File: config.mk
export PLATFORM = sky130hd
export DESIGN_NAME = ps2_host_link_with_scan_decode_core_flat
export DESIGN_NICKNAME = d
export VERILOG_FILES = /design/src/rtl/phl_pkg.sv /design/src/rtl/phl_req_if.sv /design/src/rtl/phl_rsp_if.sv /design/src/rtl/ps2_host_link_with_scan_decode_core.sv /design/src/flat_wrapper.sv
export SDC_FILE = /design/constraint.sdc
export NUM_CORES = 1
export LEC_CHECK = 0
export BUFFER_PORTS_ARGS = -buffer_cell sky130_fd_sc_hd__buf_2
export CAP_MARGIN = 20
export CORE_MARGIN = 8
export CORE_UTILIZATION = 60
export DETAILED_ROUTE_END_ITERATION = 8
export PLACE_DENSITY = 0.79
export SLEW_MARGIN = 15
export SYNTH_ARGS = -nofsm -noshare
export SYNTH_HDL_FRONTEND = slang
export SYNTH_SLANG_ARGS = --single-unit
File: constraint.sdc
create_clock -name clock -period 15.7 [get_ports clock]
set_input_delay 3.14 -clock clock [delete_from_list [all_inputs] [get_ports clock]]
set_output_delay 3.14 -clock clock [all_outputs]
set_load 0.01 [all_outputs]
File: src/rtl/phl_pkg.sv
// PS/2 host link package: field widths, frame and prefix constants,
// input and result codes, and the result payload struct.
// No dependencies; compile first.
`default_nettype none

package phl_pkg;

   localparam int unsigned IDLE_W = 16;
   localparam int unsigned CNT_W  = 4;
   localparam int unsigned BYTE_W = 8;
   localparam int unsigned FUNC_W = 2;
   localparam int unsigned KIND_W = 2;

   localparam logic [IDLE_W-1:0] IDLE_RESET = 16'd250;
   localparam logic [IDLE_W-1:0] IDLE_MAX   = 16'hFFFF;

   // prefix bytes of the scan code set
   localparam logic [BYTE_W-1:0] CODE_UP    = 8'hF0;
   localparam logic [BYTE_W-1:0] CODE_EXT0  = 8'hE0;
   localparam logic [BYTE_W-1:0] CODE_EXT1  = 8'hE1;
   localparam logic [BYTE_W-1:0] CODE_PAUSE = 8'h14;

   // edge numbers within a frame, counted from 1
   localparam logic [CNT_W-1:0] FIRST_DATA  = 4'd2;
   localparam logic [CNT_W-1:0] LAST_DATA   = 4'd9;
   localparam logic [CNT_W-1:0] PARITY_EDGE = 4'd10;
   localparam logic [CNT_W-1:0] FRAME_BITS  = 4'd11;
   localparam logic [CNT_W-1:0] SEND_EDGES  = 4'd12;

   typedef enum logic [FUNC_W-1:0] {
      FUNC_EDGE = 2'd0,
      FUNC_SEND = 2'd1,
      FUNC_TICK = 2'd2
   } func_type;

   typedef enum logic [KIND_W-1:0] {
      KIND_DRIVE     = 2'd0,
      KIND_CODE      = 2'd1,
      KIND_SEND_DONE = 2'd2
   } kind_type;

   typedef struct packed {
      kind_type          kind;
      logic              drive_level;
      logic              drive_enable;
      logic [BYTE_W-1:0] scan_code;
      logic              ext0_flag;
      logic              ext1_flag;
      logic              key_up_flag;
      logic              parity_fault;
      logic              ack_bit;
   } rsp_payload_type;

endpackage

`default_nettype wire

File: src/rtl/phl_req_if.sv
// Request channel of the PS/2 host link: valid/ready and the item fields.
// Depends on phl_pkg.
`default_nettype none

interface phl_req_if;
   import phl_pkg::*;

   logic              valid;
   logic              ready;
   logic [FUNC_W-1:0] func;
   logic              data_line;
   logic [BYTE_W-1:0] send_byte;

   modport source (output valid, func, data_line, send_byte, input ready);
   modport sink   (input valid, func, data_line, send_byte, output ready);
endinterface

`default_nettype wire

File: src/rtl/phl_rsp_if.sv
// Result channel of the PS/2 host link: valid/ready and the result fields.
// Depends on phl_pkg.
`default_nettype none

interface phl_rsp_if;
   import phl_pkg::*;

   logic              valid;
   logic              ready;
   logic [KIND_W-1:0] kind;
   logic              drive_level;
   logic              drive_enable;
   logic [BYTE_W-1:0] scan_code;
   logic              ext0_flag;
   logic              ext1_flag;
   logic              key_up_flag;
   logic              parity_fault;
   logic              ack_bit;

   modport source (output valid, kind, drive_level, drive_enable, scan_code, ext0_flag,
                   ext1_flag, key_up_flag, parity_fault, ack_bit, input ready);
   modport sink   (input valid, kind, drive_level, drive_enable, scan_code, ext0_flag,
                   ext1_flag, key_up_flag, parity_fault, ack_bit, output ready);
endinterface

`default_nettype wire

File: src/rtl/ps2_host_link_with_scan_decode_core.sv
// PS/2 host link core: receive framing, prefix decoding, send framing,
// result register with skid stage.
// Depends on phl_pkg, phl_req_if and phl_rsp_if.
//
//   channel | direction | handshake                  | beat
//   --------+-----------+----------------------------+-------------------------------
//   req_ch  | in        | valid/ready                | clock edge, send request, tick
//   rsp_ch  | out       | valid/ready                | line drive, scan code, send done
//   csr     | in        | csr_write_enable, no wait  | idle timeout in ms (16 bits)
//
// One beat per cycle while req_ch.ready is high: each beat updates the link
// state in the cycle it is accepted, and its result (if any) is registered for rsp_ch.
// Results sit in an output register backed by a one-entry skid register;
// req_ch.ready drops only while the skid register is full.
// Reset (synchronous, active high) clears all link state, loads the idle
// timeout with 250 and empties both result registers.
`default_nettype none

module ps2_host_link_with_scan_decode_core (
   input  wire logic                        clock,
   input  wire logic                        reset,
   input  wire logic                        csr_write_enable,
   input  wire logic [phl_pkg::IDLE_W-1:0]  csr_write_data,
   phl_req_if.sink                          req_ch,
   phl_rsp_if.source                        rsp_ch
);
   import phl_pkg::*;

   // configuration
   logic [IDLE_W-1:0] idle_timeout_ff;

   // link state
   logic              sending_ff,       sending_in;
   logic [CNT_W-1:0]  rx_bit_count_ff,  rx_bit_count_in;
   logic [BYTE_W-1:0] rx_shift_ff,      rx_shift_in;
   logic              rx_parity_acc_ff, rx_parity_acc_in;
   logic              rx_parity_bad_ff, rx_parity_bad_in;
   logic [IDLE_W-1:0] idle_ms_ff,       idle_ms_in;
   logic [CNT_W-1:0]  tx_bit_count_ff,  tx_bit_count_in;
   logic [BYTE_W-1:0] tx_shift_ff,      tx_shift_in;
   logic              tx_parity_acc_ff, tx_parity_acc_in;
   logic              pending_up_ff,    pending_up_in;
   logic              pending_ext0_ff,  pending_ext0_in;
   logic              pending_ext1_ff,  pending_ext1_in;

   // result buffering
   logic              out_valid_ff,  out_valid_in;
   rsp_payload_type   out_data_ff,   out_data_in;
   logic              skid_valid_ff, skid_valid_in;
   rsp_payload_type   skid_data_ff,  skid_data_in;

   // per-beat working values
   func_type          req_func;
   logic              accept;
   logic              pop;
   logic              res_valid;
   rsp_payload_type   res_data;
   logic              rx_restart;
   logic [CNT_W-1:0]  rx_count_base;
   logic [CNT_W-1:0]  rx_count_next;
   logic [BYTE_W-1:0] rx_shift_base;
   logic [BYTE_W-1:0] rx_shift_take;
   logic              rx_acc_base;
   logic [CNT_W-1:0]  tx_count_next;

   assign req_func = func_type'(req_ch.func);
   assign accept   = req_ch.valid && req_ch.ready;
   assign pop      = out_valid_ff && rsp_ch.ready;

   // take a new beat unless the skid register is occupied
   assign req_ch.ready = !skid_valid_ff;

   // drop a stalled partial frame when the gap since the last edge is too long
   assign rx_restart    = idle_ms_ff > idle_timeout_ff;
   assign rx_count_base = rx_restart ? '0 : rx_bit_count_ff;
   assign rx_count_next = rx_count_base + CNT_W'(1);
   assign rx_shift_base = rx_restart ? '0 : rx_shift_ff;
   assign rx_acc_base   = rx_restart ? 1'b1 : rx_parity_acc_ff;
   // data arrives LSB first: shift in from the top
   assign rx_shift_take = {req_ch.data_line, rx_shift_base[BYTE_W-1:1]};

   assign tx_count_next = tx_bit_count_ff + CNT_W'(1);

   // link state update and result for the accepted beat
   always_comb begin
      sending_in       = sending_ff;
      rx_bit_count_in  = rx_bit_count_ff;
      rx_shift_in      = rx_shift_ff;
      rx_parity_acc_in = rx_parity_acc_ff;
      rx_parity_bad_in = rx_parity_bad_ff;
      idle_ms_in       = idle_ms_ff;
      tx_bit_count_in  = tx_bit_count_ff;
      tx_shift_in      = tx_shift_ff;
      tx_parity_acc_in = tx_parity_acc_ff;
      pending_up_in    = pending_up_ff;
      pending_ext0_in  = pending_ext0_ff;
      pending_ext1_in  = pending_ext1_ff;
      res_valid        = 1'b0;
      res_data         = '0;

      if (accept) begin
         unique case (req_func)
            FUNC_EDGE: begin
               if (sending_ff) begin
                  // send mode: every edge answers with a line drive or the ack
                  res_valid       = 1'b1;
                  tx_bit_count_in = tx_count_next;
                  if (tx_count_next >= SEND_EDGES) begin
                     // release the line and report the device's ack level
                     res_data.kind    = KIND_SEND_DONE;
                     res_data.ack_bit = req_ch.data_line;
                     tx_bit_count_in  = '0;
                     tx_shift_in      = '0;
                     tx_parity_acc_in = 1'b1;
                     sending_in       = 1'b0;
                  end else begin
                     res_data.kind         = KIND_DRIVE;
                     res_data.drive_enable = 1'b1;
                     priority if (tx_count_next >= FIRST_DATA &&
                                  tx_count_next <= LAST_DATA) begin
                        res_data.drive_level = tx_shift_ff[0];
                        tx_shift_in      = {tx_shift_ff[0], tx_shift_ff[BYTE_W-1:1]};
                        tx_parity_acc_in = tx_parity_acc_ff ^ tx_shift_ff[0];
                     end else if (tx_count_next == PARITY_EDGE) begin
                        res_data.drive_level = tx_parity_acc_ff;
                     end else if (tx_count_next == FRAME_BITS) begin
                        res_data.drive_level = 1'b1;
                     end else begin
                        res_data.drive_level = 1'b0;
                     end
                  end
               end else begin
                  // receive mode
                  idle_ms_in       = '0;
                  rx_bit_count_in  = rx_count_next;
                  rx_shift_in      = rx_shift_base;
                  rx_parity_acc_in = rx_acc_base;
                  if (rx_count_next <= LAST_DATA) begin
                     rx_shift_in = rx_shift_take;
                     if (rx_count_next >= FIRST_DATA) begin
                        rx_parity_acc_in = rx_acc_base ^ req_ch.data_line;
                     end
                  end
                  if (rx_count_next == PARITY_EDGE) begin
                     rx_parity_bad_in = rx_acc_base != req_ch.data_line;
                  end
                  if (rx_count_next >= FRAME_BITS) begin
                     rx_bit_count_in  = '0;
                     rx_shift_in      = '0;
                     rx_parity_acc_in = 1'b1;
                     // prefixes are held for the next code
                     priority if (rx_shift_base == CODE_UP) begin
                        pending_up_in = 1'b1;
                     end else if (rx_shift_base == CODE_EXT0) begin
                        pending_ext0_in = 1'b1;
                     end else if (rx_shift_base == CODE_EXT1) begin
                        pending_ext1_in = 1'b1;
                     end else begin
                        res_valid             = 1'b1;
                        res_data.kind         = KIND_CODE;
                        res_data.scan_code    = rx_shift_base;
                        res_data.ext0_flag    = pending_ext0_ff;
                        res_data.ext1_flag    = pending_ext1_ff;
                        res_data.key_up_flag  = pending_up_ff;
                        res_data.parity_fault = rx_parity_bad_ff;
                        pending_up_in         = 1'b0;
                        pending_ext0_in       = 1'b0;
                        // Pause sequence: keep ext1 across its 0x14 code
                        pending_ext1_in = pending_ext1_ff && (rx_shift_base == CODE_PAUSE);
                     end
                  end
               end
            end
            FUNC_SEND: begin
               // ignore a send request while a send is in flight
               if (!sending_ff) begin
                  sending_in       = 1'b1;
                  tx_shift_in      = req_ch.send_byte;
                  tx_bit_count_in  = '0;
                  tx_parity_acc_in = 1'b1;
               end
            end
            FUNC_TICK: begin
               if (idle_ms_ff != IDLE_MAX) begin
                  idle_ms_in = idle_ms_ff + IDLE_W'(1);
               end
            end
            default: begin
            end
         endcase
      end
   end

   // output register with skid stage behind it
   always_comb begin
      out_valid_in  = out_valid_ff;
      out_data_in   = out_data_ff;
      skid_valid_in = skid_valid_ff;
      skid_data_in  = skid_data_ff;
      if (!out_valid_ff || pop) begin
         if (skid_valid_ff) begin
            // advance the held beat; no new result can arrive while skid is full
            out_valid_in  = 1'b1;
            out_data_in   = skid_data_ff;
            skid_valid_in = 1'b0;
         end else begin
            out_valid_in = res_valid;
            if (res_valid) begin
               out_data_in = res_data;
            end
         end
      end else if (res_valid) begin
         // output stalled: park the new result
         skid_valid_in = 1'b1;
         skid_data_in  = res_data;
      end
   end

   always_ff @(posedge clock) begin
      if (reset) begin
         idle_timeout_ff  <= IDLE_RESET;
         sending_ff       <= 1'b0;
         rx_bit_count_ff  <= '0;
         rx_shift_ff      <= '0;
         rx_parity_acc_ff <= 1'b1;
         rx_parity_bad_ff <= 1'b0;
         idle_ms_ff       <= '0;
         tx_bit_count_ff  <= '0;
         tx_shift_ff      <= '0;
         tx_parity_acc_ff <= 1'b1;
         pending_up_ff    <= 1'b0;
         pending_ext0_ff  <= 1'b0;
         pending_ext1_ff  <= 1'b0;
         out_valid_ff     <= 1'b0;
         skid_valid_ff    <= 1'b0;
      end else begin
         if (csr_write_enable) begin
            idle_timeout_ff <= csr_write_data;
         end
         sending_ff       <= sending_in;
         rx_bit_count_ff  <= rx_bit_count_in;
         rx_shift_ff      <= rx_shift_in;
         rx_parity_acc_ff <= rx_parity_acc_in;
         rx_parity_bad_ff <= rx_parity_bad_in;
         idle_ms_ff       <= idle_ms_in;
         tx_bit_count_ff  <= tx_bit_count_in;
         tx_shift_ff      <= tx_shift_in;
         tx_parity_acc_ff <= tx_parity_acc_in;
         pending_up_ff    <= pending_up_in;
         pending_ext0_ff  <= pending_ext0_in;
         pending_ext1_ff  <= pending_ext1_in;
         out_valid_ff     <= out_valid_in;
         skid_valid_ff    <= skid_valid_in;
      end
   end

   // result payload registers carry no reset
   always_ff @(posedge clock) begin
      out_data_ff  <= out_data_in;
      skid_data_ff <= skid_data_in;
   end

   assign rsp_ch.valid        = out_valid_ff;
   assign rsp_ch.kind         = out_data_ff.kind;
   assign rsp_ch.drive_level  = out_data_ff.drive_level;
   assign rsp_ch.drive_enable = out_data_ff.drive_enable;
   assign rsp_ch.scan_code    = out_data_ff.scan_code;
   assign rsp_ch.ext0_flag    = out_data_ff.ext0_flag;
   assign rsp_ch.ext1_flag    = out_data_ff.ext1_flag;
   assign rsp_ch.key_up_flag  = out_data_ff.key_up_flag;
   assign rsp_ch.parity_fault = out_data_ff.parity_fault;
   assign rsp_ch.ack_bit      = out_data_ff.ack_bit;

`ifndef SYNTHESIS
   a_skid_behind_out: assert property (@(posedge clock) disable iff (reset)
      skid_valid_ff |-> out_valid_ff)
      else $error("skid register full while output register empty");

   a_tx_idle_count: assert property (@(posedge clock) disable iff (reset)
      !sending_ff |-> (tx_bit_count_ff == '0))
      else $error("send edge count nonzero outside send mode");

   a_rx_count_range: assert property (@(posedge clock) disable iff (reset)
      rx_bit_count_ff <= PARITY_EDGE)
      else $error("receive edge count past parity edge");

   a_send_done_ends: assert property (@(posedge clock) disable iff (reset)
      (accept && req_func == FUNC_EDGE && sending_ff && tx_count_next == SEND_EDGES)
      |=> (!sending_ff && out_valid_ff))
      else $error("ack edge did not end send mode with a result");

   a_result_lands: assert property (@(posedge clock) disable iff (reset)
      (accept && res_valid) |=> out_valid_ff)
      else $error("result of accepted beat not held");
`endif

endmodule

`default_nettype wire
File: src/flat_wrapper.sv
// flat-port wrapper written by rule: the top's interface ports become plain ports
module ps2_host_link_with_scan_decode_core_flat import phl_pkg::*;
  (clock, reset, csr_write_enable, csr_write_data, req_ch_valid, req_ch_func, req_ch_data_line, req_ch_send_byte, req_ch_ready, rsp_ch_valid, rsp_ch_kind, rsp_ch_drive_level, rsp_ch_drive_enable, rsp_ch_scan_code, rsp_ch_ext0_flag, rsp_ch_ext1_flag, rsp_ch_key_up_flag, rsp_ch_parity_fault, rsp_ch_ack_bit, rsp_ch_ready);
  phl_req_if req_ch_i ();
  phl_rsp_if rsp_ch_i ();
  input  wire logic clock;
  input  wire logic reset;
  input  wire logic csr_write_enable;
  input  wire logic [phl_pkg::IDLE_W-1:0] csr_write_data;
  input wire logic [$bits(req_ch_i.valid)-1:0] req_ch_valid;
  input wire logic [$bits(req_ch_i.func)-1:0] req_ch_func;
  input wire logic [$bits(req_ch_i.data_line)-1:0] req_ch_data_line;
  input wire logic [$bits(req_ch_i.send_byte)-1:0] req_ch_send_byte;
  output wire logic [$bits(req_ch_i.ready)-1:0] req_ch_ready;
  output wire logic [$bits(rsp_ch_i.valid)-1:0] rsp_ch_valid;
  output wire logic [$bits(rsp_ch_i.kind)-1:0] rsp_ch_kind;
  output wire logic [$bits(rsp_ch_i.drive_level)-1:0] rsp_ch_drive_level;
  output wire logic [$bits(rsp_ch_i.drive_enable)-1:0] rsp_ch_drive_enable;
  output wire logic [$bits(rsp_ch_i.scan_code)-1:0] rsp_ch_scan_code;
  output wire logic [$bits(rsp_ch_i.ext0_flag)-1:0] rsp_ch_ext0_flag;
  output wire logic [$bits(rsp_ch_i.ext1_flag)-1:0] rsp_ch_ext1_flag;
  output wire logic [$bits(rsp_ch_i.key_up_flag)-1:0] rsp_ch_key_up_flag;
  output wire logic [$bits(rsp_ch_i.parity_fault)-1:0] rsp_ch_parity_fault;
  output wire logic [$bits(rsp_ch_i.ack_bit)-1:0] rsp_ch_ack_bit;
  input wire logic [$bits(rsp_ch_i.ready)-1:0] rsp_ch_ready;
  assign req_ch_i.valid = req_ch_valid;
  assign req_ch_i.func = req_ch_func;
  assign req_ch_i.data_line = req_ch_data_line;
  assign req_ch_i.send_byte = req_ch_send_byte;
  assign req_ch_ready = req_ch_i.ready;
  assign rsp_ch_valid = rsp_ch_i.valid;
  assign rsp_ch_kind = rsp_ch_i.kind;
  assign rsp_ch_drive_level = rsp_ch_i.drive_level;
  assign rsp_ch_drive_enable = rsp_ch_i.drive_enable;
  assign rsp_ch_scan_code = rsp_ch_i.scan_code;
  assign rsp_ch_ext0_flag = rsp_ch_i.ext0_flag;
  assign rsp_ch_ext1_flag = rsp_ch_i.ext1_flag;
  assign rsp_ch_key_up_flag = rsp_ch_i.key_up_flag;
  assign rsp_ch_parity_fault = rsp_ch_i.parity_fault;
  assign rsp_ch_ack_bit = rsp_ch_i.ack_bit;
  assign rsp_ch_i.ready = rsp_ch_ready;
  ps2_host_link_with_scan_decode_core u_core (.clock(clock), .reset(reset), .csr_write_enable(csr_write_enable), .csr_write_data(csr_write_data), .req_ch(req_ch_i), .rsp_ch(rsp_ch_i));
endmodule
# Word-level counts from Yosys, hierarchy flattened
# Index checks and enable logic that the tools add are counted.
[op_classes] n_addsub=3 n_reduce_logical=23 magnitude_cmp=7 n_eq_ne=19 bitwise=6 n_mux=64
[op_table] operator="17-bit two-way mux" count=4
[op_table] operator="12-bit two-way mux" count=5
[op_table] operator="8-bit two-way mux" count=7
[op_table] operator="16-bit two-way mux" count=2
[op_table] operator="16-bit case mux with 2 select lines" count=1
[op_table] operator="1-bit two-way mux" count=29
[op_table] operator="8-bit == test (second input constant)" count=3
[op_table] operator="4-bit two-way mux" count=5
[op_table] operator="6-bit AND reduction" count=3
[op_table] operator="16-bit by 1-bit adder with 16-bit output (second input constant)" count=1
[op_table] operator="16-bit greater-than comparator" count=1
[op_table] operator="16-bit inequality test (second input constant)" count=1
[op_table] operator="8-bit case mux with 2 select lines" count=1
[op_table] operator="2-bit two-way mux" count=7
[op_table] operator="4-bit == test (second input constant)" count=3
[op_table] operator="4-bit AND reduction" count=3
[op_table] operator="2-bit by 1-bit inequality test with 1-bit output (second input constant)" count=5
[op_table] operator="4-bit by 1-bit adder with 4-bit output (second input constant)" count=2
[op_table] operator="8-bit by 5-bit == test with 1-bit output (second input constant)" count=1
[op_table] operator="4-bit by 2-bit >= comparator with 1-bit output (second input constant)" count=2
[op_table] operator="4-bit >= comparator (second input constant)" count=2
[op_table] operator="4-bit less-or-equal comparator (second input constant)" count=2
[op_table] operator="4-bit case mux with 2 select lines" count=1
[op_table] operator="2-bit AND reduction" count=3
[op_table] operator="other kinds (16)" count=28
[totals] register_bits=99 input_bits=32

# Depth between registers and ports, before layout
# Gate-level depths: netlist (run 1).
[logic_depth] depth_word=12 depth_mapped=18 ltp_nobuf=15

# Worst setup path after synthesis (run 1)
# Ideal clock, no wire load.
[synth_path] kind="input-to-reg" from="input port req_ch_func[0]" to="register u_core.skid_data_ff[0] (netlist bit), enable pin" n_path_buf=1 required_time_ps=15265 arrival_time_ps=5346 stages=4 slack_ps=9919 cell_sequence="clkbuf_1 > nor2_1 > nand2_1 > nor4_1"
[synth_via] elab_chain_cells=4
[synth_lines] item="start, declared" line="flat_wrapper.sv:11" source="input wire logic [$bits(req_ch_i.func)-1:0] req_ch_func;"
[synth_lines] item="2-bit zero test" line="ps2_host_link_with_scan_decode_core.sv:102" source="unique case (req_func)"
[synth_lines] item="1-bit two-way mux" line="ps2_host_link_with_scan_decode_core.sv:102"
[synth_lines] item="1-bit two-way mux" line="ps2_host_link_with_scan_decode_core.sv:101" source="if (accept) begin"
[synth_lines] item="2-bit AND reduction (no source line)"
[synth_lines] item="end signal, assigned" line="ps2_host_link_with_scan_decode_core.sv:260" source="skid_data_ff <= skid_data_in;"
[synth_lines] item="end, declared" line="ps2_host_link_with_scan_decode_core.sv:50" source="rsp_payload_type skid_data_ff, skid_data_in;"
# Every way passes these cells.
# A chain may end at the register's enable or synchronous reset.

# Final worst setup path (run 1)
[layout_path] from="register u_core.skid_valid_ff" to="output port req_ch_ready"
[layout_via] elab_chain_cells=1
[layout_lines] item="start, declared" line="ps2_host_link_with_scan_decode_core.sv:49" source="logic skid_valid_ff, skid_valid_in;"
[layout_lines] item="start signal, assigned" line="ps2_host_link_with_scan_decode_core.sv:253" source="skid_valid_ff <= skid_valid_in;"
[layout_lines] item="1-bit zero test" line="ps2_host_link_with_scan_decode_core.sv:71" source="assign req_ch.ready = !skid_valid_ff;"
[layout_lines] item="end, declared" line="flat_wrapper.sv:14" source="output wire logic [$bits(req_ch_i.ready)-1:0] req_ch_ready;"
# Every way passes these cells.

==> flow_summary.json, run 1 <==
{
  "cts_sinks": 99,
  "cts_setup_buffers": 0,
  "initial_core_util_pct": 61.39,
  "dr.first_iter.drc_count": 278,
  "antenna_violations_before_repair": 0,
  "max_slew_margin_pct": 45.66,
  "post_drt_via_cell_ratio": 5.927,
  "synth_area_um2": 5019,
  "die_h_um": 107.5,
  "run_status": "completed",
  "routedWlPerCell_um": 15.91,
  "first_global_vias": 3772,
  "report.final.setup_viol": 0,
  "ys_types": 61,
  "placeable_area_um2": 8175,
  "worst_pin_slew_ns": 0.8140,
  "final.fill_count": 639,
  "totalNegativeSetupSlack_ns": 0,
  "timing.critical_path.arrival_ns": 1.67,
  "seq_area_um2": 2322,
  "antenna_violating_nets_post_route": 0,
  "clk-insertion-delay-late_ns": 0.37,
  "grt_use_total_pct": 18.98,
  "synth.net_count": 579,
  "area_occupied_by_multi_input_gates_um2": 2459,
  "clock_pin_transition_on_the_worst_setup_and_hold_timing_paths_ns": 0.11,
  "drive_gt1_share_pct": 15.22,
  "clockBufferDepth": 2,
  "yosys_most_used_dff": "sky130_fd_sc_hd__dfxtp_1",
  "nets": 618,
  "critical_path.top_delay_family": "flip-flops",
  "timing.final.max_slew_violations": 0,
  "number_of_buffers_created_by_cts": 9,
  "yosys_warnings": 0,
  "seq_area_frac_synth_pct": 46.27,
  "critical_path.max_stage_delay_ns": 0.86,
  "tritoncts": "built",
  "antenna_cells_inserted": 0,
  "crit_path_top_delay_cell": "sky130_fd_sc_hd__dfxtp_1",
  "worstPathCellList": "inv_1 -> buf_2",
  "timing.final.hold_violations": 0,
  "synth_seq_cells": 99,
  "timing.final.crit_period_ns": 4.812,
  "syn-instance-count": 521,
  "max_freq_mhz": 207.8,
  "routed_wl_mm": 10.66,
  "first_pass_iters": 5,
  "timing.final.ws_setup_ns": 10.89,
  "vias": 3971,
  "place.port_buffers": 50,
  "number_of_hold_buffers_added_after_cts": 0,
  "grt_setup_unrepaired": "no",
  "min-delay-path-class": "flop to flop",
  "clock_skew_ns": 0.01234,
  "holdWs_ns": 0.4942,
  "fp.dieArea_um2": 11550,
  "start_kind": "flop",
  "grt_overflow": 0,
  "post-route-period-util_pct": 30.65,
  "cp-end-kind": "output pin",
  "global_route_wire_length_before_repair_mm": 17.95,
  "critPathKind": "flop to output pin",
  "buffer_and_inverter_count_on_the_worst_path": 2,
  "die_w_um": 107.5,
  "hpwlAfterDp_mm": 7.901,
  "async_reset_ff_share_pct": 0,
  "finalCoreUtilization_pct": 67.48,
  "power-per-cell-area_nw_per_um2": 83.42,
  "detail_route.drc_violations": 0,
  "cts-htree-levels": 3,
  "worst_ir_drop_vdd_mv": 0.04451,
  "cts.root.buffer_cell": "sky130_fd_sc_hd__clkbuf_8",
  "dpl_worst_slack_ns": 10.61,
  "placement_rows": 33,
  "p_leak_nw": 2.254,
  "number_of_top_level_design_ports": 51,
  "crit_required_ns": 12.56,
  "number_of_enable_type_register_cells_in_the_synthesized_netlist": 34,
  "post_synth.cell_area_avg_um2": 9.633,
  "area_growth_pct": 9.923,
  "routabilityCongestion": 0.8566,
  "postCtsResizedCells": 0,
  "max-cap-violations": 0,
  "critical_path_peak_fanout": 23,
  "pin_count_of_the_biggest_net_entering_global_routing": 37
}
## cell usage in the layout (no fill, tap or decap), types with 11 or more instances in the layout
cell type                  Yosys  final
sky130_fd_sc_hd__a21oi_1      25     25
sky130_fd_sc_hd__o211ai_1     15     15
sky130_fd_sc_hd__nor2_1       45     45
sky130_fd_sc_hd__a21o_1       12     12
sky130_fd_sc_hd__ha_1         26     26
sky130_fd_sc_hd__mux2i_1      13     13
sky130_fd_sc_hd__xnor2_1      15     15
sky130_fd_sc_hd__nand3_1      11     11
sky130_fd_sc_hd__and2_1       11     11
sky130_fd_sc_hd__inv_1        33     33
sky130_fd_sc_hd__edfxtp_1     34     34
sky130_fd_sc_hd__nor3_1       18     17
sky130_fd_sc_hd__buf_2         5     50
sky130_fd_sc_hd__nand2_1      44     44
sky130_fd_sc_hd__dfxtp_1      65     65
## sequential cells by signal (all words and copies together), names as in the netlist, 2 cells and up
register and cells:
u_core.rsp_ch.kind 2, u_core.rx_shift_ff 8, u_core.rx_bit_count_ff 4, u_core.skid_data_ff 17
u_core.tx_shift_ff 8, u_core.idle_ms_ff 16, u_core.idle_timeout_ff 16, u_core.tx_bit_count_ff 4
u_core.rsp_ch.scan_code 8
## routing by layer
| layer | GRT usage [%] | vias up | part of all wire, % |
|---|---|---|---|
| li1 | - | 1965 | - |
| met1 | 24.78 | 1898 | 45 |
| met2 | 30.76 | 88 | 48 |
| met3 | 3.832 | 20 | 5.2 |
| met4 | 6.145 | 0 | 1.6 |
| met5 | 0 | - | 0 |
## stage by stage
stage,power (mW),instances,instance area [µm²]
3_3_place_gp,0.3076,653,5316
5_1_grt,0.4786,670,5517
2_1_floorplan,0.2991,521,5019
3_5_place_dp,0.3090,654,5324
6_report,0.4602,670,5517
4_1_cts,0.4627,670,5517
## logic make-up after synthesis
kind of cell	synth area share (%)
xor gates and xnor gates	3.142
buffers and inverters	5.061
adders and majority gates	6.482
muxes	2.593
and+or+nand+nor	20.04
DFF	46.27
AOI/OAI and AO/OA	16.41
## synth_stat cells (4+ instances only)
cell                       number  share of area (%)
sky130_fd_sc_hd__nand4_1        9                1.1
sky130_fd_sc_hd__a21oi_1       25                2.5
sky130_fd_sc_hd__nor2_1        45                3.4
sky130_fd_sc_hd__clkbuf_1      15                1.1
sky130_fd_sc_hd__nor2b_1        4               0.50
sky130_fd_sc_hd__nand3_1       11                1.1
sky130_fd_sc_hd__a31oi_1        5               0.62
sky130_fd_sc_hd__o31ai_1        6               0.90
sky130_fd_sc_hd__and2_1        11                1.4
sky130_fd_sc_hd__o211ai_1      15                2.2
sky130_fd_sc_hd__nand2b_1       9                1.1
sky130_fd_sc_hd__or3_1          7               0.87
sky130_fd_sc_hd__nor3_1        18                1.8
sky130_fd_sc_hd__nor4_1         8                1.0
sky130_fd_sc_hd__ha_1          26                6.5
sky130_fd_sc_hd__buf_2          5               0.50
sky130_fd_sc_hd__xnor2_1       15                2.6
sky130_fd_sc_hd__o32ai_1        6                1.0
sky130_fd_sc_hd__mux2i_1       13                2.6
sky130_fd_sc_hd__o211a_1        7                1.4
sky130_fd_sc_hd__inv_1         33                2.5
sky130_fd_sc_hd__a21o_1        12                1.8
sky130_fd_sc_hd__nor4_2         4                1.0
sky130_fd_sc_hd__and3_1         5               0.62
sky130_fd_sc_hd__a22o_1         8                1.4
sky130_fd_sc_hd__dfxtp_1       65                 26
sky130_fd_sc_hd__o21ai_0        9               0.90
sky130_fd_sc_hd__edfxtp_1      34                 20
sky130_fd_sc_hd__nand2_1       44                3.3
## path summary, 6_finish.rpt
kind / from / endpoint / slack, ns / cells past startpoint
setup / recovery: u_core.skid_valid_ff$_SDFFE_PP0P_ / req_ch_ready / 10.89 / 2
hold / removal: u_core.idle_timeout_ff[5]$_SDFFE_PP1P_ / u_core.idle_timeout_ff[5]$_SDFFE_PP1P_ / 0.49 / 2
setup reg to reg: u_core.idle_timeout_ff[13]$_SDFFE_PP0P_ / u_core.rsp_ch.kind[1]$_DFFE_PP_ / 11.38 / 15
hold reg to reg: u_core.idle_timeout_ff[5]$_SDFFE_PP1P_ / u_core.idle_timeout_ff[5]$_SDFFE_PP1P_ / 0.49 / 2
## layout make-up
cell class / instances / share of cell area [%]
inverters: 33 / 2.245
flip-flops and latches: 99 / 42.10
repair buffers: 55 / 5.217
well taps: 105 / 2.381
clock buffers: 9 / 2.245
clock inverters: 7 / 1.247
multi-input cells: 362 / 44.57
## report_power, final
part	internal, mW	leakage (nW)	switching [mW]
logic	0.0129	1.28	0.0193
registers	0.268	0.879	0.00309
clock network	0.0614	0.0911	0.0956
## worst register-to-register path: cells and delay by family, from the launching register on
| kind | cells | cell delay, ns |
|---|---|---|
| flops | 1 | 0.34 |
| compound gates | 5 | 1.19 |
| simple gates | 4 | 1.18 |
| buf+inv | 3 | 0.62 |
| xor+xnor | 1 | 0.15 |
| fa+ha+maj | 2 | 0.55 |
(Power assumes the default switching activity.)
==> inputs of run 2 (changes only) <==
- ABC_AREA: unset -> 1
- CORE_UTILIZATION: 60 -> 59
- PLACE_DENSITY: 0.79 -> 0.78
- clock period: 15.7 -> 4.9 ns (I/O delays scaled with it)
==> flow_summary.json, run 2 <==
{
  "run_status": "completed",
  "critical_path_peak_fanout": 19,
  "clock_skew_ns": 0.01170,
  "tritoncts": "built",
  "timing.critical_path.arrival_ns": 3.44,
  "clk-insertion-delay-late_ns": 0.36,
  "seq_area_um2": 2322,
  "antenna_violations_before_repair": 0,
  "top_register_by_number_of_flip_flops": "u_core.skid_data_ff",
  "worst_ir_drop_vdd_mv": 0.1545,
  "drive_gt1_share_pct": 15.56,
  "initial_core_util_pct": 61.02,
  "cts.root.buffer_cell": "sky130_fd_sc_hd__clkbuf_8",
  "first_pass_iters": 5,
  "clockBufferDepth": 2,
  "power-per-cell-area_nw_per_um2": 278.5,
  "clock_pin_transition_on_the_worst_setup_and_hold_timing_paths_ns": 0.09,
  "final.fill_count": 720,
  "max_slew_margin_pct": 35.38,
  "crit_required_ns": 4.90,
  "synthTopCellsByArea": "sky130_fd_sc_hd__dfxtp_1, sky130_fd_sc_hd__edfxtp_1, sky130_fd_sc_hd__nand2_1",
  "antenna_cells_inserted": 0,
  "async_reset_ff_share_pct": 0,
  "die_w_um": 108.2,
  "synth_seq_cells": 99,
  "max-cap-violations": 0,
  "die_h_um": 108.2,
  "final_common_cell": "sky130_fd_sc_hd__nand2_1",
  "timing.final.crit_period_ns": 3.434,
  "grt_setup_unrepaired": "no",
  "hpwlAfterDp_mm": 7.883,
  "cts_sinks": 99,
  "synth_top_area_share_pct": 25.95,
  "post_drt_via_cell_ratio": 5.456,
  "start_kind": "flop",
  "critPathKind": "flop to flop",
  "post_synth.cell_area_avg_um2": 8.060,
  "postCtsResizedCells": 0,
  "synth_area_um2": 5014,
  "post-route-period-util_pct": 70.07,
  "seq_area_frac_synth_pct": 46.32,
  "routabilityCongestion": 0.8755,
  "fp.dieArea_um2": 11700,
  "nets": 728,
  "cts_setup_buffers": 0,
  "dr.first_iter.drc_count": 221,
  "routed_wl_mm": 10.68,
  "antenna_violating_nets_post_route": 0,
  "number_of_buffers_created_by_cts": 9,
  "yosys_warnings": 0,
  "drt-met1-wl_mm": 4.478,
  "met2RoutedLength_mm": 5.487,
  "timing.final.hold_violations": 0,
  "place.port_buffers": 50,
  "routedWlPerCell_um": 13.70,
  "vias": 4256,
  "synthTopCellsByCount": "sky130_fd_sc_hd__nand2_1, sky130_fd_sc_hd__inv_1, sky130_fd_sc_hd__dfxtp_1",
  "largest_registers": "u_core.skid_data_ff x17, u_core.idle_ms_ff x16, u_core.idle_timeout_ff x16",
  "cell_with_the_most_instances_after_synthesis": "sky130_fd_sc_hd__nand2_1",
  "max_freq_mhz": 291.2,
  "placement_rows": 33,
  "min-delay-path-class": "flop to flop",
  "detail_route.drc_violations": 0,
  "number_of_top_level_design_ports": 51,
  "area_occupied_by_multi_input_gates_um2": 2286,
  "timing.final.max_slew_violations": 0,
  "ys_types": 45,
  "p_leak_nw": 2.356,
  "worst_pin_slew_ns": 0.9657,
  "grt_use_total_pct": 18.62,
  "yosys_most_used_dff": "sky130_fd_sc_hd__dfxtp_1",
  "number_of_hold_buffers_added_after_cts": 0,
  "wl_met3_um": 549,
  "totalNegativeSetupSlack_ns": 0,
  "synth.net_count": 680,
  "mostFrequentLayoutCells": "sky130_fd_sc_hd__nand2_1, sky130_fd_sc_hd__inv_1, sky130_fd_sc_hd__dfxtp_1, sky130_fd_sc_hd__a21oi_1, sky130_fd_sc_hd__o21ai_0",
  "first_global_vias": 3992,
  "number_of_enable_type_register_cells_in_the_synthesized_netlist": 34,
  "holdWs_ns": 0.4660,
  "cts-htree-levels": 3,
  "pin_count_of_the_biggest_net_entering_global_routing": 34,
  "routed.top_layer": "met4",
  "report.final.setup_viol": 0,
  "cp-end-kind": "flop",
  "largest_area_contributor_in_the_netlist": "sky130_fd_sc_hd__dfxtp_1",
  "largest_register_ff_count": 17,
  "global_route_wire_length_before_repair_mm": 17.81,
  "area_growth_pct": 10.51,
  "syn-instance-count": 622,
  "grt_overflow": 0,
  "placeable_area_um2": 8217
}
run 2: cell count changes after synthesis, sizes merged, moves of 12 or more:
cell,before,now
nor2,46,63
a21oi,25,57
nand3,11,32
o211ai,15,2
mux2i,13,0
inv,33,85
o21ai,11,59
nor4,12,0
xnor2,15,0
nand2,44,139
run 2: final timing paths:
check	slack [ns]	cells after the start	to	start
worst min-delay path	0.47	2	u_core.idle_timeout_ff[15]$_SDFFE_PP0P_	u_core.idle_timeout_ff[15]$_SDFFE_PP0P_
worst max-delay path	1.47	17	u_core.rsp_ch.ext1_flag$_DFFE_PP_	u_core.idle_ms_ff[15]$_SDFFE_PP0P_
worst min register to register	0.47	2	u_core.idle_timeout_ff[15]$_SDFFE_PP0P_	u_core.idle_timeout_ff[15]$_SDFFE_PP0P_
worst max register to register	1.47	17	u_core.rsp_ch.ext1_flag$_DFFE_PP_	u_core.idle_ms_ff[15]$_SDFFE_PP0P_
run 2: worst max-delay path: stages, from the launching register on:
cell and delay [ns]:
sky130_fd_sc_hd__dfxtp_1 0.34, sky130_fd_sc_hd__ha_1 0.32, sky130_fd_sc_hd__a21oi_1 0.16, sky130_fd_sc_hd__o21ai_1 0.08, sky130_fd_sc_hd__a21oi_1 0.18, sky130_fd_sc_hd__nand2_2 0.10
sky130_fd_sc_hd__nand2_4 0.20, sky130_fd_sc_hd__inv_2 0.08, sky130_fd_sc_hd__nor2_1 0.26, sky130_fd_sc_hd__ha_1 0.24, sky130_fd_sc_hd__nand2_1 0.07, sky130_fd_sc_hd__nand3_1 0.10
sky130_fd_sc_hd__nand2_1 0.10, sky130_fd_sc_hd__inv_1 0.06, sky130_fd_sc_hd__nand3_1 0.11, sky130_fd_sc_hd__nand3_1 0.12, sky130_fd_sc_hd__nand2_1 0.06, sky130_fd_sc_hd__inv_1 0.48
run 2: cell type report:
type                            count  area share (%)
Tap cell                          105           2.371
Inverter                           87           5.917
Clock inverter                      7           1.649
Multi-Input combinational cell    422           41.26
Clock buffer                        9           2.236
Sequential cell                    99           41.92
Timing Repair Buffer               51           4.652
run 2: report_power, final:
group / total (mW) / switching (mW) / internal (mW)
registers: 0.867 / 0.00700 / 0.860
logic: 0.105 / 0.0680 / 0.0373
clock network: 0.570 / 0.283 / 0.287
total: 1.54 / 0.358 / 1.18
run 2: logic make-up (layout without fill, tap and decap cells):
logic type / after synthesis / count (layout) / share of synthesized area, %
XOR/XNOR: 3 / 3 / 0.5242
flip-flops: 99 / 99 / 46.32
AND/OR/NAND/NOR: 256 / 256 / 23.08
AO/OA/AOI/OAI: 137 / 137 / 15.50
adder cells (fa/ha/maj): 26 / 26 / 6.489
buffers and inverters: 101 / 154 / 8.086
run 2: metrics by stage:
stage / cell area, µm² / power [mW] / worst slack, ns / std cells / util (%)
floorplan: 5014 / 0.9566 / 1.476 / 622 / -
global placement: 5325 / 0.9865 / 1.653 / 764 / 64.81
detailed placement: 5325 / 0.9916 / 1.495 / 764 / 64.81
CTS: 5540 / 1.548 / 1.462 / 780 / 67.43
global route: 5540 / 1.598 / 1.056 / 780 / 67.43
finish: 5540 / 1.543 / 1.466 / 780 / 67.43
run 2: routing by layer:
layer | up-vias | track usage [%]
met5 | - | 0
met4 | 0 | 6.938
met3 | 20 | 3.510
met2 | 109 | 33.61
met1 | 1980 | 21.27
li1 | 2147 | -
==> inputs of run 3 (changes only) <==
- CORE_UTILIZATION: 59 -> 53
- PLACE_DENSITY: 0.78 -> 0.74
- clock period: 4.9 -> 2.9 ns (I/O delays scaled with it)
==> flow_summary.json, run 3 (synthesized netlist as in run 2, its figures left out) <==
{
  "crit_required_ns": 2.98,
  "largest_register_ff_count": 17,
  "nets": 744,
  "post_drt_via_cell_ratio": 5.324,
  "pin_count_of_the_biggest_net_entering_global_routing": 34,
  "worst_pin_slew_ns": 0.9357,
  "power-per-cell-area_nw_per_um2": 431.7,
  "largest_registers": "u_core.skid_data_ff x17, u_core.idle_ms_ff x16, u_core.idle_timeout_ff x16",
  "start_kind": "flop",
  "met2RoutedLength_mm": 5.589,
  "report.final.setup_viol": 0,
  "timing.final.crit_period_ns": 2.814,
  "grt_overflow": 0,
  "initial_core_util_pct": 54.52,
  "cp-end-kind": "flop",
  "die_h_um": 113.3,
  "critical_path.max_stage_delay_ns": 0.36,
  "antenna_violating_nets_post_route": 0,
  "clock_skew_ns": 0.008921,
  "dr.first_iter.drc_count": 181,
  "max-cap-violations": 0,
  "dpl_worst_slack_ns": 0.06606,
  "placement_rows": 35,
  "cp_dominant_cell_by_count": "sky130_fd_sc_hd__nand2_2",
  "max_freq_mhz": 355.4,
  "worstPathCellList": "ha_4 -> nand4_1 -> nor3_2 -> nand2_1 -> nand2_2 -> nand2_4 -> nand2_2 -> inv_2 -> ha_4 -> inv_1 -> nand3_1 -> nand3_2 -> nand2_2 -> inv_2 -> nand3_2 -> buf_6 -> a21oi_4 -> clkbuf_16",
  "clock_pin_transition_on_the_worst_setup_and_hold_timing_paths_ns": 0.10,
  "max_slew_margin_pct": 37.55,
  "placeable_area_um2": 9196,
  "fp.dieArea_um2": 12830,
  "critical_path_peak_fanout": 8,
  "detail_route.drc_violations": 0,
  "wl_met3_um": 364,
  "finalCoreUtilization_pct": 63.86,
  "global_route_wire_length_before_repair_mm": 17.80,
  "routabilityCongestion": 0.8654,
  "cts_sinks": 99,
  "final_common_cell": "sky130_fd_sc_hd__nand2_1",
  "min-delay-path-class": "input pin to flop",
  "clk-insertion-delay-late_ns": 0.35,
  "vias": 4270,
  "place.port_buffers": 50,
  "grt_setup_unrepaired": "yes",
  "cts.root.buffer_cell": "sky130_fd_sc_hd__clkbuf_8",
  "drive_gt1_share_pct": 22.58,
  "totalNegativeSetupSlack_ns": 0,
  "critPathKind": "flop to flop",
  "run_status": "completed",
  "final_cell_count_no_fill": 802,
  "number_of_top_level_design_ports": 51,
  "timing.final.hold_violations": 0,
  "cts-htree-levels": 3,
  "routed.top_layer": "met4",
  "grt_use_total_pct": 16.64,
  "worst_ir_drop_vdd_mv": 0.2313,
  "routed_wl_mm": 10.85,
  "p_leak_nw": 2.423,
  "final.fill_count": 791,
  "first_global_vias": 4025,
  "timing.critical_path.arrival_ns": 2.89,
  "area_growth_pct": 17.14,
  "clockBufferDepth": 2,
  "crit_path_top_delay_cell": "sky130_fd_sc_hd__dfxtp_1",
  "mostFrequentLayoutCells": "sky130_fd_sc_hd__nand2_1, sky130_fd_sc_hd__inv_1, sky130_fd_sc_hd__dfxtp_1, sky130_fd_sc_hd__a21oi_1, sky130_fd_sc_hd__o21ai_0",
  "number_of_buffers_created_by_cts": 9,
  "tritoncts": "built",
  "hpwlAfterDp_mm": 7.842,
  "die_w_um": 113.3,
  "routedWlPerCell_um": 13.53,
  "antenna_cells_inserted": 0,
  "place_inst": 780,
  "top_register_by_number_of_flip_flops": "u_core.skid_data_ff",
  "first_pass_iters": 7,
  "antenna_violations_before_repair": 0,
  "post-route-period-util_pct": 97.02,
  "timing.final.ws_setup_ns": 0.08636,
  "timing.final.max_slew_violations": 0,
  "drt-met1-wl_mm": 4.773
}
## run 3: area by class of cell
cell class	instances	area (µm²)	share of cell area, %
clock buffer	9	123.9	2.109
clock inverter	7	68.82	1.172
inverter	87	334.1	5.688
multi-input combinational	422	2446	41.65
sequential	99	2333	39.73
tap	111	138.9	2.365
timing repair buffer	67	427.9	7.286
## run 3: per-stage QoR
| stage | total power, mW | cell area, µm² | hold WS, ns |
|---|---|---|---|
| 6_report | 2.535 | 5873 | 0.4357 |
| 5_1_grt | 2.641 | 5873 | 0.4409 |
| 4_1_cts | 2.537 | 5647 | 0.4265 |
| 3_5_place_dp | 1.679 | 5454 | 0.4410 |
| 3_3_place_gp | 1.671 | 5454 | 0.4427 |
| 2_1_floorplan | 1.617 | 5035 | 0.4242 |
## run 3: per-layer routing
| metal | global-route usage, % | vias to the layer above |
|---|---|---|
| li1 | - | 2184 |
| met3 | 2.343 | 13 |
| met1 | 19.49 | 2003 |
| met2 | 30.24 | 70 |
| met5 | 0 | - |
| met4 | 5.773 | 0 |
## run 3: power by group
part           leakage, nW  switching, mW  internal, mW
clock network       0.0966          0.477         0.396
logic                 1.51          0.120        0.0737
registers            0.821         0.0132          1.45
## run 3: worst paths after layout
check	start	endpoint	slack (ns)	cells past startpoint
setup / recovery	u_core.idle_ms_ff[10]$_SDFFE_PP0P_	u_core.skid_data_ff[10]$_DFFE_PP_	0.09	18
hold reg to reg	u_core.rx_parity_bad_ff$_SDFFE_PP0P_	u_core.rx_parity_bad_ff$_SDFFE_PP0P_	0.45	2
setup reg to reg	u_core.idle_ms_ff[10]$_SDFFE_PP0P_	u_core.skid_data_ff[10]$_DFFE_PP_	0.09	18
hold / removal	csr_write_data[4]	u_core.idle_timeout_ff[4]$_SDFFE_PP1P_	0.44	3
## run 3: what timing repair did
item | CTS | global route
resized for setup | 0 | 39
endpoints found under the setup margin | 0 | 56
hold buffers | 0 | 0
setup buffers | 0 | 5
## run 3: critical path: cells and delay by family (launching register included)
family | cells | cell delay [ns]
AOI/OAI and AO/OA | 1 | 0.21
adders and majority gates | 2 | 0.44
buffers and inverters | 5 | 0.50
DFF | 1 | 0.36
and+or+nand+nor | 10 | 1.03
